**config.mk**
```make
export PLATFORM = sky130hd
export DESIGN_NAME = luhn_card_number_check_core
export DESIGN_NICKNAME = d
export VERILOG_FILES = /design/src/rtl/lccc_pkg.sv /design/src/rtl/luhn_card_number_check_core.sv /design/src/rtl/lccc_bin2bcd.sv /design/src/rtl/lccc_digit_scan.sv
export VERILOG_INCLUDE_DIRS = /design/src /design/src/rtl
export SDC_FILE = /design/constraint.sdc
export NUM_CORES = 1
export LEC_CHECK = 0
export ABC_CLOCK_PERIOD_IN_PS = 4500
export BUFFER_PORTS_ARGS = -buffer_cell sky130_fd_sc_hd__buf_2
export CAP_MARGIN = 40
export CORE_ASPECT_RATIO = 0.7
export CORE_MARGIN = 5
export CORE_UTILIZATION = 55
export CTS_CLUSTER_DIAMETER = 150
export DETAILED_ROUTE_END_ITERATION = 12
export HOLD_SLACK_MARGIN = 0.1
export MAX_ROUTING_LAYER = met4
export PLACE_DENSITY = 0.87
export SLEW_MARGIN = 10
export SYNTH_ARGS = -nofsm -noshare
export SYNTH_HDL_FRONTEND = slang
export SYNTH_SLANG_ARGS = --single-unit
export TNS_END_PERCENT = 100
```
**constraint.sdc**
```tcl
create_clock -name i_clk -period 4.5 [get_ports i_clk]
set_input_delay 0.225 -clock i_clk [delete_from_list [all_inputs] [get_ports i_clk]]
set_output_delay 0.225 -clock i_clk [all_outputs]
set_load 0.05 [all_outputs]
```
**src/rtl/luhn_card_number_check_core_macros.svh**
```systemverilog
// ----------------------------------------------------------------------------
// Luhn card check assertion macros
// Shared concurrent assertion forms, clocked on i_clk, off during reset.
// ----------------------------------------------------------------------------
`ifndef LUHN_CARD_NUMBER_CHECK_CORE_MACROS_SVH
`define LUHN_CARD_NUMBER_CHECK_CORE_MACROS_SVH

// same-cycle implication
`define LCCC_ASSERT_NOW(lbl, ante, cons) \
    lbl: assert property (@(posedge i_clk) disable iff (!i_rst_n) (ante) |-> (cons)) \
        else $error("lccc assertion failed");

// next-cycle implication
`define LCCC_ASSERT_NEXT(lbl, ante, cons) \
    lbl: assert property (@(posedge i_clk) disable iff (!i_rst_n) (ante) |=> (cons)) \
        else $error("lccc assertion failed");

`endif

```
**src/rtl/lccc_pkg.sv**
```systemverilog
// ----------------------------------------------------------------------------
// Luhn card check package
// Widths, brand codes, sequencer states and the result record.
// ----------------------------------------------------------------------------
package lccc_pkg;

    localparam int CARD_W     = 54;               // binary card number width
    localparam int NDIG       = 17;               // decimal digits of a 54-bit value
    localparam int BCD_W      = NDIG * 4;
    localparam int CNT_W      = $clog2(CARD_W);
    localparam int IDX_W      = $clog2(NDIG);
    localparam int COUNT_W    = 5;
    localparam int MAX_DIGITS = 16;

    localparam logic [1:0] BRAND_INVALID = 2'd0;
    localparam logic [1:0] BRAND_AMEX    = 2'd1;
    localparam logic [1:0] BRAND_MASTER  = 2'd2;
    localparam logic [1:0] BRAND_VISA    = 2'd3;

    typedef enum logic [1:0] {
        S_IDLE,
        S_CONV,
        S_SCAN
    } t_state;

    typedef struct packed {
        logic               luhn_ok;
        logic [COUNT_W-1:0] digit_count;
        logic [1:0]         brand;
    } t_result;

endpackage

```
**src/rtl/luhn_card_number_check_core.sv**
```systemverilog
// ----------------------------------------------------------------------------
// Luhn card number check core
// Binary card number in, Luhn pass flag, digit count and brand out.
//
//   channel  direction  handshake                  payload
//   in       input      i_in_valid / o_in_stall    i_card_number
//   out      output     o_out_valid / i_out_stall  o_luhn_ok, o_digit_count, o_brand
//
// From acceptance the core loads the converter, shifts once per card number
// bit, loads the digit scanner, steps once per decimal digit and fills the
// output register.
// One number is in flight at a time; o_in_stall is high until its result
// sits in the output register. A stalled result in the output register
// holds the scanner, and so the input, once the next number is scanned.
// Reset is synchronous and active low.
// ----------------------------------------------------------------------------
module luhn_card_number_check_core
    import lccc_pkg::*;
(
    input  logic               i_clk,
    input  logic               i_rst_n,
    input  logic               i_in_valid,
    output logic               o_in_stall,
    input  logic [CARD_W-1:0]  i_card_number,
    output logic               o_out_valid,
    input  logic               i_out_stall,
    output logic               o_luhn_ok,
    output logic [COUNT_W-1:0] o_digit_count,
    output logic [1:0]         o_brand
);

`include "luhn_card_number_check_core_macros.svh"

    t_state r_state;
    t_state n_state;

    logic             w_start_conv;
    logic             w_start_scan;
    logic             w_load_out;
    logic             w_conv_done;
    logic             w_scan_done;
    logic [BCD_W-1:0] w_bcd;
    t_result          w_res;

    logic    r_out_valid;
    t_result r_out;

    lccc_bin2bcd u_bin2bcd (
        .i_clk   (i_clk),
        .i_rst_n (i_rst_n),
        .i_start (w_start_conv),
        .i_bin   (i_card_number),
        .o_done  (w_conv_done),
        .o_bcd   (w_bcd)
    );

    lccc_digit_scan u_scan (
        .i_clk   (i_clk),
        .i_rst_n (i_rst_n),
        .i_start (w_start_scan),
        .i_bcd   (w_bcd),
        .o_done  (w_scan_done),
        .o_res   (w_res)
    );

    always_comb begin
        n_state = r_state;
        unique case (r_state)
            S_IDLE: begin
                if (i_in_valid) begin
                    n_state = S_CONV;
                end
            end
            S_CONV: begin
                if (w_conv_done) begin
                    n_state = S_SCAN;
                end
            end
            S_SCAN: begin
                if (w_scan_done && (!r_out_valid || !i_out_stall)) begin
                    n_state = S_IDLE;
                end
            end
            default: n_state = S_IDLE;
        endcase
    end

    always_comb begin
        o_in_stall   = 1'b1;
        w_start_conv = 1'b0;
        w_start_scan = 1'b0;
        w_load_out   = 1'b0;
        unique case (r_state)
            S_IDLE: begin
                o_in_stall   = 1'b0;
                w_start_conv = i_in_valid;
            end
            S_CONV: begin
                w_start_scan = w_conv_done;
            end
            S_SCAN: begin
                // hold the scanner result until the output register frees up
                w_load_out = w_scan_done && (!r_out_valid || !i_out_stall);
            end
            default: begin
                o_in_stall = 1'b1;
            end
        endcase
    end

    always_ff @(posedge i_clk) begin
        if (!i_rst_n) begin
            r_state     <= S_IDLE;
            r_out_valid <= 1'b0;
        end else begin
            r_state <= n_state;
            if (w_load_out) begin
                r_out_valid <= 1'b1;
            end else if (!i_out_stall) begin
                r_out_valid <= 1'b0;
            end
        end
    end

    always_ff @(posedge i_clk) begin
        if (w_load_out) begin
            r_out <= w_res;
        end
    end

    assign o_out_valid   = r_out_valid;
    assign o_luhn_ok     = r_out.luhn_ok;
    assign o_digit_count = r_out.digit_count;
    assign o_brand       = r_out.brand;

    `LCCC_ASSERT_NOW(a_brand_needs_pass, o_out_valid && o_brand != BRAND_INVALID, o_luhn_ok)
    `LCCC_ASSERT_NOW(a_count_in_range, o_out_valid, o_digit_count <= COUNT_W'(MAX_DIGITS))
    `LCCC_ASSERT_NEXT(a_accept_starts_conv, i_in_valid && !o_in_stall, r_state == S_CONV)
    `LCCC_ASSERT_NOW(a_no_overwrite, w_load_out, !(r_out_valid && i_out_stall))

endmodule

```
**src/rtl/lccc_bin2bcd.sv**
```systemverilog
// ----------------------------------------------------------------------------
// Luhn card check binary to BCD converter
// Shift-add-3 conversion, one input bit per cycle.
// ----------------------------------------------------------------------------
module lccc_bin2bcd
    import lccc_pkg::*;
(
    input  logic              i_clk,
    input  logic              i_rst_n,
    input  logic              i_start,
    input  logic [CARD_W-1:0] i_bin,
    output logic              o_done,
    output logic [BCD_W-1:0]  o_bcd
);

    logic [CARD_W-1:0] r_bin;
    logic [BCD_W-1:0]  r_bcd;
    logic [BCD_W-1:0]  n_adj;
    logic [CNT_W-1:0]  r_cnt;
    logic              r_busy;
    logic              r_done;

    // add 3 to every digit of 5 or more before the shift
    always_comb begin
        for (int k = 0; k < NDIG; k++) begin
            if (r_bcd[k*4 +: 4] >= 4'd5) begin
                n_adj[k*4 +: 4] = r_bcd[k*4 +: 4] + 4'd3;
            end else begin
                n_adj[k*4 +: 4] = r_bcd[k*4 +: 4];
            end
        end
    end

    always_ff @(posedge i_clk) begin
        if (!i_rst_n) begin
            r_busy <= 1'b0;
            r_done <= 1'b0;
            r_cnt  <= '0;
        end else if (i_start) begin
            r_busy <= 1'b1;
            r_done <= 1'b0;
            r_cnt  <= '0;
        end else if (r_busy) begin
            r_cnt <= r_cnt + 1'b1;
            if (r_cnt == CNT_W'(CARD_W - 1)) begin
                r_busy <= 1'b0;
                r_done <= 1'b1;
            end
        end
    end

    always_ff @(posedge i_clk) begin
        if (i_start) begin
            r_bin <= i_bin;
            r_bcd <= '0;
        end else if (r_busy) begin
            r_bin <= {r_bin[CARD_W-2:0], 1'b0};
            r_bcd <= {n_adj[BCD_W-2:0], r_bin[CARD_W-1]};
        end
    end

    assign o_done = r_done;
    assign o_bcd  = r_bcd;

endmodule

```
**src/rtl/lccc_digit_scan.sv**
```systemverilog
// ----------------------------------------------------------------------------
// Luhn card check digit scanner
// Walks the BCD digits from the right, one per cycle: Luhn sum mod 10,
// significant digit count, leading two digits, then brand classification.
// ----------------------------------------------------------------------------
module lccc_digit_scan
    import lccc_pkg::*;
(
    input  logic             i_clk,
    input  logic             i_rst_n,
    input  logic             i_start,
    input  logic [BCD_W-1:0] i_bcd,
    output logic             o_done,
    output t_result          o_res
);

    logic [BCD_W-1:0]   r_bcd;
    logic [IDX_W-1:0]   r_idx;
    logic               r_busy;
    logic               r_done;
    logic [3:0]         r_sum;
    logic [COUNT_W-1:0] r_count;
    logic [3:0]         r_lead1;
    logic [3:0]         r_lead2;
    logic [3:0]         r_last;

    logic [3:0] w_digit;
    logic [4:0] w_dbl;
    logic [4:0] w_term;
    logic [4:0] w_acc;
    logic [3:0] n_sum;

    assign w_digit = r_bcd[3:0];
    assign w_dbl   = {w_digit, 1'b0};

    always_comb begin
        // odd positions from the right, counted from zero, are doubled, folded back above 9
        if (r_idx[0]) begin
            w_term = (w_digit >= 4'd5) ? (w_dbl - 5'd9) : w_dbl;
        end else begin
            w_term = {1'b0, w_digit};
        end
        w_acc = {1'b0, r_sum} + w_term;
        n_sum = (w_acc >= 5'd10) ? 4'(w_acc - 5'd10) : w_acc[3:0];
    end

    always_ff @(posedge i_clk) begin
        if (!i_rst_n) begin
            r_busy <= 1'b0;
            r_done <= 1'b0;
            r_idx  <= '0;
        end else if (i_start) begin
            r_busy <= 1'b1;
            r_done <= 1'b0;
            r_idx  <= '0;
        end else if (r_busy) begin
            r_idx <= r_idx + 1'b1;
            if (r_idx == IDX_W'(NDIG - 1)) begin
                r_busy <= 1'b0;
                r_done <= 1'b1;
            end
        end
    end

    always_ff @(posedge i_clk) begin
        if (i_start) begin
            r_bcd   <= i_bcd;
            r_sum   <= '0;
            r_count <= '0;
            r_lead1 <= '0;
            r_lead2 <= '0;
            r_last  <= '0;
        end else if (r_busy) begin
            r_bcd  <= {4'd0, r_bcd[BCD_W-1:4]};
            r_sum  <= n_sum;
            r_last <= w_digit;
            if (w_digit != 4'd0) begin
                r_count <= COUNT_W'(r_idx) + COUNT_W'(1);
                r_lead1 <= w_digit;
                r_lead2 <= r_last;
            end
        end
    end

    always_comb begin
        o_res.luhn_ok     = (r_sum == 4'd0);
        o_res.digit_count = r_count;
        o_res.brand       = BRAND_INVALID;
        if (r_sum == 4'd0) begin
            if (r_count == COUNT_W'(15)) begin
                if (r_lead1 == 4'd3 && (r_lead2 == 4'd4 || r_lead2 == 4'd7)) begin
                    o_res.brand = BRAND_AMEX;
                end
            end else if (r_count == COUNT_W'(16)) begin
                if (r_lead1 == 4'd5 && r_lead2 >= 4'd1 && r_lead2 <= 4'd5) begin
                    o_res.brand = BRAND_MASTER;
                end else if (r_lead1 == 4'd4) begin
                    o_res.brand = BRAND_VISA;
                end
            end else if (r_count == COUNT_W'(13)) begin
                if (r_lead1 == 4'd4) begin
                    o_res.brand = BRAND_VISA;
                end
            end
        end
        // drop everything for a number longer than allowed
        if (r_count > COUNT_W'(MAX_DIGITS)) begin
            o_res = '0;
        end
    end

    assign o_done = r_done;

endmodule
```
; Word-level counts from Yosys, hierarchy flattened
; Index checks and enable logic that the tools add are counted.
[op_classes]
n_eq_ne = 16
bitwise_logic = 2
n_reduce_logical = 20
addsub = 22
order_cmp = 22
mux = 46
[op_table]
columns = operator, n
row1 = two-way mux 68 bit, 2
row2 = two-way mux 54 bit, 2
row3 = >= comparator 4 x 3 -> 1 bit (second input constant), 18
row4 = two-way mux 4 bit, 17
row5 = adder 4 x 2 -> 4 bit (second input constant), 16
row6 = equality test 4 x 3 -> 1 bit (second input constant), 4
row7 = two-way mux 2 bit, 8
row8 = two-way mux 1 bit, 13
row9 = equality test 5 x 4 -> 1 bit (second input constant), 2
row10 = equality test 5 bit (second input constant), 2
row11 = two-way mux 5 bit, 2
row12 = adder 6 x 1 -> 6 bit (second input constant), 1
row13 = equality test 6 bit (second input constant), 1
row14 = one-hot mux 2 bit (3 select lines), 1
row15 = AND reduction 2 bit, 3
row16 = OR reduction 2 bit, 3
row17 = adder 4 x 5 -> 5 bit, 1
row18 = adder 5 x 1 -> 5 bit (second input constant), 1
row19 = >= comparator 5 x 4 -> 1 bit (second input constant), 1
row20 = > comparator 5 bit (second input constant), 1
row21 = subtractor 5 x 4 -> 5 bit (second input constant), 1
row22 = equality test 4 x 2 -> 1 bit (second input constant), 1
row23 = >= comparator 4 x 1 -> 1 bit (second input constant), 1
row24 = less-or-equal comparator 4 x 3 -> 1 bit (second input constant), 1
row25 = 16 further kinds, 25
[word_totals]
elab_cells = 147
register_bits = 237
in_bits = 58

; Longest topological paths before layout
; Gate-level depths: netlist of the first run.
[logic_depth]
word_depth = 6
ltp_mapped = 18

; Cells and area by module
; Synthesis of the first run repeated with hierarchy kept, for this count alone.
[hier_totals]
cells_unflattened = 1031
hier_area_um2 = 11503.5
[modules_own_cells]
columns = module, instances, area_each_um2, cells_each
row1 = lccc_bin2bcd, 1, 6646.4, 657
row2 = lccc_digit_scan, 1, 4463.0, 348
row3 = luhn_card_number_check_core, 1, 394.1, 26

; Worst setup path before layout of the first run
; Ideal clock, no wire load.
[synth_path]
kind = register to register
startpoint = register r_state[1]
endpoint = register u_bin2bcd.r_bin[0], enable pin
path_buffers = 1
path_slack_ns = -0.819
required_ns = 3.959
setup_ns = 0.541
stages_incl_launch_ff = 4
arrival_ns = 4.778
cell_sequence = dfxtp_1 or2_1 clkbuf_1 o21ai_0
[synth_via]
elab_chain_len = 3
[synth_lines]
columns = item, line_no
row1 = "start, declared", luhn_card_number_check_core.sv:34  ; t_state r_state;
row2 = "start signal, assigned", luhn_card_number_check_core.sv:116  ; r_state <= n_state;
row3 = logical NOT 2 bit, luhn_card_number_check_core.sv:93  ; unique case (r_state)
row4 = two-way mux 1 bit, luhn_card_number_check_core.sv:93
row5 = nonzero test 2 bit (no source line), n/a
row6 = "end signal, assigned", lccc_bin2bcd.sv:54  ; r_bin <= i_bin;
row7 = "end signal, assigned", lccc_bin2bcd.sv:57  ; r_bin <= {r_bin[CARD_W-2:0], 1'b0};
row8 = "end, declared", lccc_bin2bcd.sv:16  ; logic [CARD_W-1:0] r_bin;
; Every way passes these cells.
; A chain may end at the register's enable or synchronous reset.

; Worst setup path in the final report of the first run
[layout_path]
startpoint = register u_scan.r_bcd[1]
endpoint = register u_scan.r_sum[2]
[layout_via]
elab_chain_len = 6
elab_cells_between_ends = 8
[layout_lines]
columns = item, line_no
row1 = "start, declared", lccc_digit_scan.sv:17  ; logic [BCD_W-1:0] r_bcd;
row2 = "start signal, assigned", lccc_digit_scan.sv:67  ; r_bcd <= i_bcd;
row3 = "start signal, assigned", lccc_digit_scan.sv:74  ; r_bcd <= {4'd0, r_bcd[BCD_W-1:4]};
row4 = subtractor 5 x 4 -> 5 bit / >= comparator 4 x 3 -> 1 bit (equally long branches), lccc_digit_scan.sv:39  ; w_term = (w_digit >= 4'd5) ? (w_dbl - 5'd9) : w_dbl;
row5 = two-way mux 5 bit, lccc_digit_scan.sv:39
row6 = two-way mux 5 bit *, lccc_digit_scan.sv:38  ; if (r_idx[0]) begin
row7 = adder 4 x 5 -> 5 bit *, lccc_digit_scan.sv:43  ; w_acc = {1'b0, r_sum} + w_term;
row8 = subtractor 4 bit / >= comparator 5 x 4 -> 1 bit (equally long branches), lccc_digit_scan.sv:44  ; n_sum = (w_acc >= 5'd10) ? 4'(w_acc - 5'd10) : w_acc[3:0];
row9 = two-way mux 4 bit *, lccc_digit_scan.sv:44
row10 = "end signal, assigned", lccc_digit_scan.sv:75  ; r_sum <= n_sum;
row11 = "end, declared", lccc_digit_scan.sv:21  ; logic [3:0] r_sum;
; Mark *: on every way between the ends. The rest lies on a longest branch, timed or not.

==> results of run 1 <==
power by group:
part	switching, uW	total, uW	internal [uW]
sequential	50.3	2430	2380
combinational	214	409	195
clock	824	1960	1130
worst max-delay path, stage by stage, from the launching register on:
cell      delay [ns]
edfxtp_1        0.48
inv_1           0.14
ha_1            0.22
nand2b_1        0.09
a21oi_1         0.31
o21ai_0         0.12
mux2_2          0.28
ha_1            0.32
nor2b_1         0.15
o21a_1          0.17
or3_1           0.32
and2_1          0.17
or4_1           0.50
o311ai_1        0.09
per-stage QoR:
step	utilization, %	cells	hold WS (ns)	instance area (sq um)
final	65.7	1492	0.468	13000
after floorplan	-	1098	0.343	11000
after CTS	65.7	1492	0.468	13000
after global placement	58.7	1393	0.454	11600
after global routing	65.7	1492	0.503	13000
after detailed placement	58.9	1395	0.457	11600
routing by layer:
layer / wire [um] / up-vias
met5: 0 / -
met4: 960 / 0
met3: 1270 / 69
met2: 11900 / 265
met1: 10100 / 3912
li1: - / 3967
placed cells by master (no fill, tap or decap), types with 3 or more instances in the layout:
master | Yosys | routed
nand2_1 | 189 | 188
edfxtp_1 | 130 | 130
nor2_1 | 108 | 107
dfxtp_1 | 107 | 106
o21ai_0 | 91 | 90
a21oi_1 | 86 | 86
buf_2 | 0 | 67
dlygate4sd3_1 | 0 | 57
mux2_2 | 51 | 51
inv_1 | 48 | 48
ha_1 | 45 | 45
mux2i_1 | 30 | 30
xnor2_1 | 25 | 25
xor2_1 | 25 | 25
clkbuf_16 | 0 | 24
nand3_1 | 23 | 23
nor3_1 | 21 | 21
nand2b_1 | 18 | 18
nor2b_1 | 9 | 9
buf_4 | 0 | 8
clkinv_2 | 0 | 7
and2_1 | 6 | 6
nand4_1 | 4 | 4
mux2_1 | 3 | 3
or4_1 | 3 | 3
clkbuf_8 | 0 | 3
buf_12 | 0 | 3
final cells by class:
type	count	share of cell area [%]
clock inverter	11	0.820
inverter	49	1.42
sequential	237	46.6
tap	270	2.61
multi-input combinational	761	35.6
timing repair buffer	135	7.91
clock buffer	29	5.01
final timing paths:
path | start | to
worst min-delay path | u_scan.r_last[2] | u_scan.r_last[2]
worst max-delay path | u_scan.r_bcd[1] | u_scan.r_sum[2]
worst max register to register | u_scan.r_bcd[1] | u_scan.r_sum[2]
worst min register to register | u_scan.r_last[2] | u_scan.r_last[2]
registers in the layout (all words and copies together) (netlist names):
register          cells
u_bin2bcd.o_bcd      68
o_digit_count         5
u_scan.r_last         4
u_scan.r_idx          5
u_bin2bcd.r_bin      54
u_scan.o_done         1
u_scan.r_lead2        4
u_bin2bcd.r_cnt       6
o_out_valid           1
u_bin2bcd.o_done      1
r_state               2
o_luhn_ok             1
u_scan.r_busy         1
u_scan.r_sum          4
u_scan.r_count        5
o_brand               2
u_scan.r_lead1        4
u_bin2bcd.r_busy      1
u_scan.r_bcd         68
synthesized netlist by cell type (all sizes together) (2+ instances only):
| master | n |
|---|---|
| a21oi | 86 |
| and2 | 6 |
| and3 | 2 |
| buf | 3 |
| clkbuf | 48 |
| dfxtp | 107 |
| edfxtp | 130 |
| ha | 45 |
| inv | 49 |
| mux2 | 54 |
| mux2i | 30 |
| nand2 | 189 |
| nand2b | 18 |
| nand3 | 23 |
| nand4 | 4 |
| nor2 | 108 |
| nor2b | 9 |
| nor3 | 21 |
| nor3b | 2 |
| o21a | 2 |
| o21ai | 92 |
| or4 | 3 |
| xnor2 | 25 |
| xor2 | 25 |
cells by family after synthesis:
family                     share of synthesized area (%)
DFF                                                 54.9
AOI/OAI and AO/OA                                   8.93
buffers and inverters                               3.48
adders and majority gates                           5.29
xor gates and xnor gates                            3.98
muxes                                               8.25
and+or+nand+nor                                     15.2
==> results.cfg, run 1 <==
[final_layout]
fill_cells = 1416
area_growth_pct = 17.7
num-nets-final = 1310
layout-drive-gt1-share_pct = 14.2
regArea_sq_mm = 0.00605
diodes = 0
multi_input_area_sq_mm = 0.00461

[floorplan]
ioPinCount = 68
dieArea_sq_mm = 0.0230
die_w_um = 179
core_sq_mm = 0.0197
die_h_um = 128
start_util_pct = 55.8
placementRows = 43

[clock_tree]
hold_buffers = 57
path_clk_slew_ns = 0.07
cts_buffers = 22
clock_latency_ns = 0.52
cts_setup_buffers = 0
clock-root-buffer = clkbuf_16
h-tree-depth = 1
cts_tree = yes
clock_path_buffers = 3
cts-resized-gates = 0
cts.sinks = 237

[grt]
grt_use_total_pct = 22.3
use_met3_pct = 3.47
use_met1_pct = 27.6
overflow = 0
grt_max_degree = 69
busiest_layer = met2
antenna_found_initial = 0
grt_first_pass_wirelength_um = 40500
grt.met2_usage_pct = 37.4
first_global_vias = 8239

[timing]
clock_skew_ns = 0.0132
drv_slew = 0
setup-tns-final_ns = 0
worst_slack_ns = 1.05
worst_pin_slew_ns = 0.882
rsz0062_at_grt = no
slew_headroom_pct = 41.2
period_share_pct = 76.7
setup_violations = 0
hold_violations = 0
fmax_mhz = 290
period_needed_ns = 3.45

[synth]
syn_inst = 1098
syn_area_sq_mm = 0.0110
synthDistinctLibCells = 45
synth_enable_flop_cells = 130
avgSynthCellArea_sq_um = 10.0
async_reset_ff_share_pct = 0
yosys_most_used_dff = edfxtp_1
ys_ff_latch = 237
synthTopCellsByArea = edfxtp_1, dfxtp_1, nand2_1
yosys.area.top_type_share_pct = 35.4
syn_nets = 1202
ys_warn_count = 0
yosysSeqAreaShare_pct = 54.9
yosysTopAreaCell = edfxtp_1

[critical_path]
r2r_slack_ns = 1.05
required_ns = 4.92
rr_worst_depth = 13
cp.arrival_ns = 3.87
crit_type = reg2reg
startpoint_type = flip-flop
endpoint_kind = flip-flop
critPathMaxFanout = 6

[power]
ir_drop_mv = 0.308
leakagePower_uw = 0.00501
powerDensity_mw_per_mm2 = 370
finalPower_uw = 4800

[drt]
vias = 8213
drt_iter0_markers = 634
ant_nets = 0
drt_wl_total_um = 24200
drc_errors = 0
firstDrtPassIters = 5
via_per_inst = 5.50
routedWlPerCell_um = 16.2

[placement]
routabilityCongestion = 0.818
dp_hpwl_um = 13600
preCtsSetupSlack_ns = 1.08
io_buffer_count = 67

[status]
status = complete, no violations

[job]
drv_cap = 0

[min_path]
min_path_cells = 2
hold_path_class = reg2reg
Power figures use the tool's default switching activity.
==> inputs of run 2 (changes only) <==
--- a/config.mk
+++ b/config.mk
@@ -6,7 +6,8 @@
 export SDC_FILE = /design/constraint.sdc
 export NUM_CORES = 1
 export LEC_CHECK = 0
-export ABC_CLOCK_PERIOD_IN_PS = 4500
+export ABC_AREA = 1
+export ABC_CLOCK_PERIOD_IN_PS = 2900
 export BUFFER_PORTS_ARGS = -buffer_cell sky130_fd_sc_hd__buf_2
 export CAP_MARGIN = 40
 export CORE_ASPECT_RATIO = 0.7
==> constraint.sdc (replaced) <==
create_clock -name i_clk -period 2.9 [get_ports i_clk]
set_input_delay 0.145 -clock i_clk [delete_from_list [all_inputs] [get_ports i_clk]]
set_output_delay 0.145 -clock i_clk [all_outputs]
set_load 0.05 [all_outputs]
==> run 2 against run 1 <==
  * Die area shrank 0.28%
  * Utilization is 0.15 points higher
  * First-iteration DRC count increased by 79%
  * Clock power increased by 48%
  * Flip-flop and latch count unchanged
  * Design area increased by 0.23%
  * Critical path depth increased by 5
  * Hold slack worse by 0.36 ns
  * Register-to-register slack worse by 0.94 ns
==> results.cfg, run 2 <==
[synth]
synth_xor_area_share_pct = 0.877
synth_most_common_cell = nand2_1
syn_inst = 1213
syn_area_sq_mm = 0.0110
synthDistinctLibCells = 42
synthTopCellsByArea = edfxtp_1, dfxtp_1, nand2_1
yosys_most_used_dff = edfxtp_1
synth_compound_area_share_pct = 15.8
synth_enable_flop_cells = 130
synth_top_family_by_area = compound AO/OA/AOI/OAI gates
syn_nets = 1317
yosysSeqAreaShare_pct = 55.0
ys_ff_latch = 237
synth_top_cells_by_count = nand2_1, inv_1, edfxtp_1
synth-simple-area-share_pct = 15.6
avgSynthCellArea_sq_um = 9.05
synthMuxAreaShare_pct = 0
synthAdderAreaFrac_pct = 5.31
yosysTopAreaCell = edfxtp_1
yosys.area.top_type_share_pct = 35.5
async_reset_ff_share_pct = 0
ys_warn_count = 0

[final_layout]
mostFrequentLayoutCells = nand2_1, inv_1, edfxtp_1
regArea_sq_mm = 0.00605
multi_input_area_sq_mm = 0.00420
layout_commonest_cell = nand2_1
layout-drive-gt1-share_pct = 12.1
fill_cells = 1331
diodes = 0
num-nets-final = 1440
area_growth_pct = 18.3
fin_cells = 1622

[grt]
antenna_found_initial = 0
first_global_vias = 9079
overflow = 0
grt_max_degree = 133
grt_first_pass_wirelength_um = 45400
grt_use_total_pct = 24.8

[power]
ir_drop_mv = 0.443
powerDensity_mw_per_mm2 = 586
leakagePower_uw = 0.00542

[timing]
holdWs_ns = 0.108
slew_headroom_pct = 46.2
clock_skew_ns = 0.0324
worst_slack_ns = 0.109
setup-tns-final_ns = 0
fmax_mhz = 358
period_share_pct = 96.2
hold_violations = 0
setup_violations = 0
period_needed_ns = 2.79
worst_pin_slew_ns = 0.808
rsz0062_at_grt = yes
drv_slew = 0

[placement]
routabilityCongestion = 0.825
dp_hpwl_um = 14700
preCtsSetupSlack_ns = -0.0709
post-place-cells = 1523
io_buffer_count = 67

[drt]
drc_errors = 0
drt_iter0_markers = 1138
ant_nets = 0
routedWlPerCell_um = 17.2
vias = 9313
firstDrtPassIters = 8
drt_wl_total_um = 27900
via_per_inst = 5.74

[floorplan]
placementRows = 43
die_w_um = 179
ioPinCount = 68
dieArea_sq_mm = 0.0229
core_sq_mm = 0.0197
start_util_pct = 55.6
die_h_um = 128

[critical_path]
required_ns = 3.29
cp.arrival_ns = 3.18
startpoint_type = flip-flop
endpoint_kind = flip-flop
crit_type = reg2reg
critPathMaxFanout = 3

[clock_tree]
clock_path_buffers = 3
cts_tree = yes
path_clk_slew_ns = 0.07
clock-root-buffer = clkbuf_16
h-tree-depth = 1
cts.sinks = 237
cts_buffers = 22
clock_latency_ns = 0.53

[status]
status = complete, no violations

[min_path]
hold_path_class = in2reg

[job]
drv_cap = 0
==> run 2: worst max-delay path, cell delays in order, from the launching register on <==
cell,delay (ns)
edfxtp_1,0.40
inv_2,0.12
ha_2,0.19
nand3_1,0.12
nand2_2,0.12
nand2_4,0.06
o21ai_1,0.10
ha_2,0.19
inv_1,0.06
fa_2,0.36
or2_4,0.26
and2_4,0.15
ha_4,0.16
nand2_2,0.05
nand3_2,0.08
nand3_2,0.09
nand2_1,0.06
nand3_1,0.06
nand2_1,0.05
==> run 2: logic make-up (layout without fill, tap and decap cells) <==
logic type	count (synthesis)	after routing
DFF	237	237
adders and majority gates	46	46
and+or+nand+nor	419	419
buffers and inverters	196	335
xor gates and xnor gates	11	11
AOI/OAI and AO/OA	304	304
==> run 2: final timing paths <==
path	endpoint	start	slack (ns)	depth (start not counted)
setup reg to reg	u_scan.r_sum[2]	u_scan.r_bcd[1]	0.11	18
setup / recovery	u_scan.r_sum[2]	u_scan.r_bcd[1]	0.11	18
hold reg to reg	u_scan.r_lead2[0]	u_scan.r_lead2[0]	0.48	2
hold / removal	u_bin2bcd.r_busy	i_in_valid	0.11	5
==> run 2: area by class of cell <==
type                    count  share of cell area [%]
clock inverters             8                   0.558
well taps                 270                    2.60
multi-input cells         780                    32.3
clock buffers              32                    4.92
inverters                 147                    4.28
flip-flops and latches    237                    46.5
repair buffers            148                    8.80
==> run 2: power breakdown <==
part	leakage (uW)	internal, uW	switching, uW
clock	0.000350	1630	1280
sequential	0.00209	3750	105
combinational	0.00298	340	520
total	0.00542	5710	1900
==> run 2: what timing repair did <==
| action | CTS | global route |
|---|---|---|
| resized for setup | 3 | 12 |
| hold endpoints to repair | 71 | 0 |
| setup buffers | 1 | 1 |
| hold buffers | 57 | 0 |
| cloned | 0 | 0 |
| pin swaps | 3 | 12 |
| endpoints found under the setup margin | 3 | 3 |
==> run 2: through the flow <==
stage               power (uW)  cell area [sq um]  util [%]
global route              7880              13000      65.8
floorplan                 4380              11000         -
finish                    7620              13000      65.8
detailed placement        4620              11600      59.0
global placement          4580              11600      58.9
CTS                       7490              12900      65.6
==> run 2: routing by layer <==
layer / vias up / track usage, % / part of all wire, %
met3: 104 / 3.86 / 8.5
met2: 551 / 40.4 / 48
li1: 4366 / - / -
met5: - / - / 0
met1: 4292 / 32.3 / 40
met4: 0 / 8.03 / 3.6
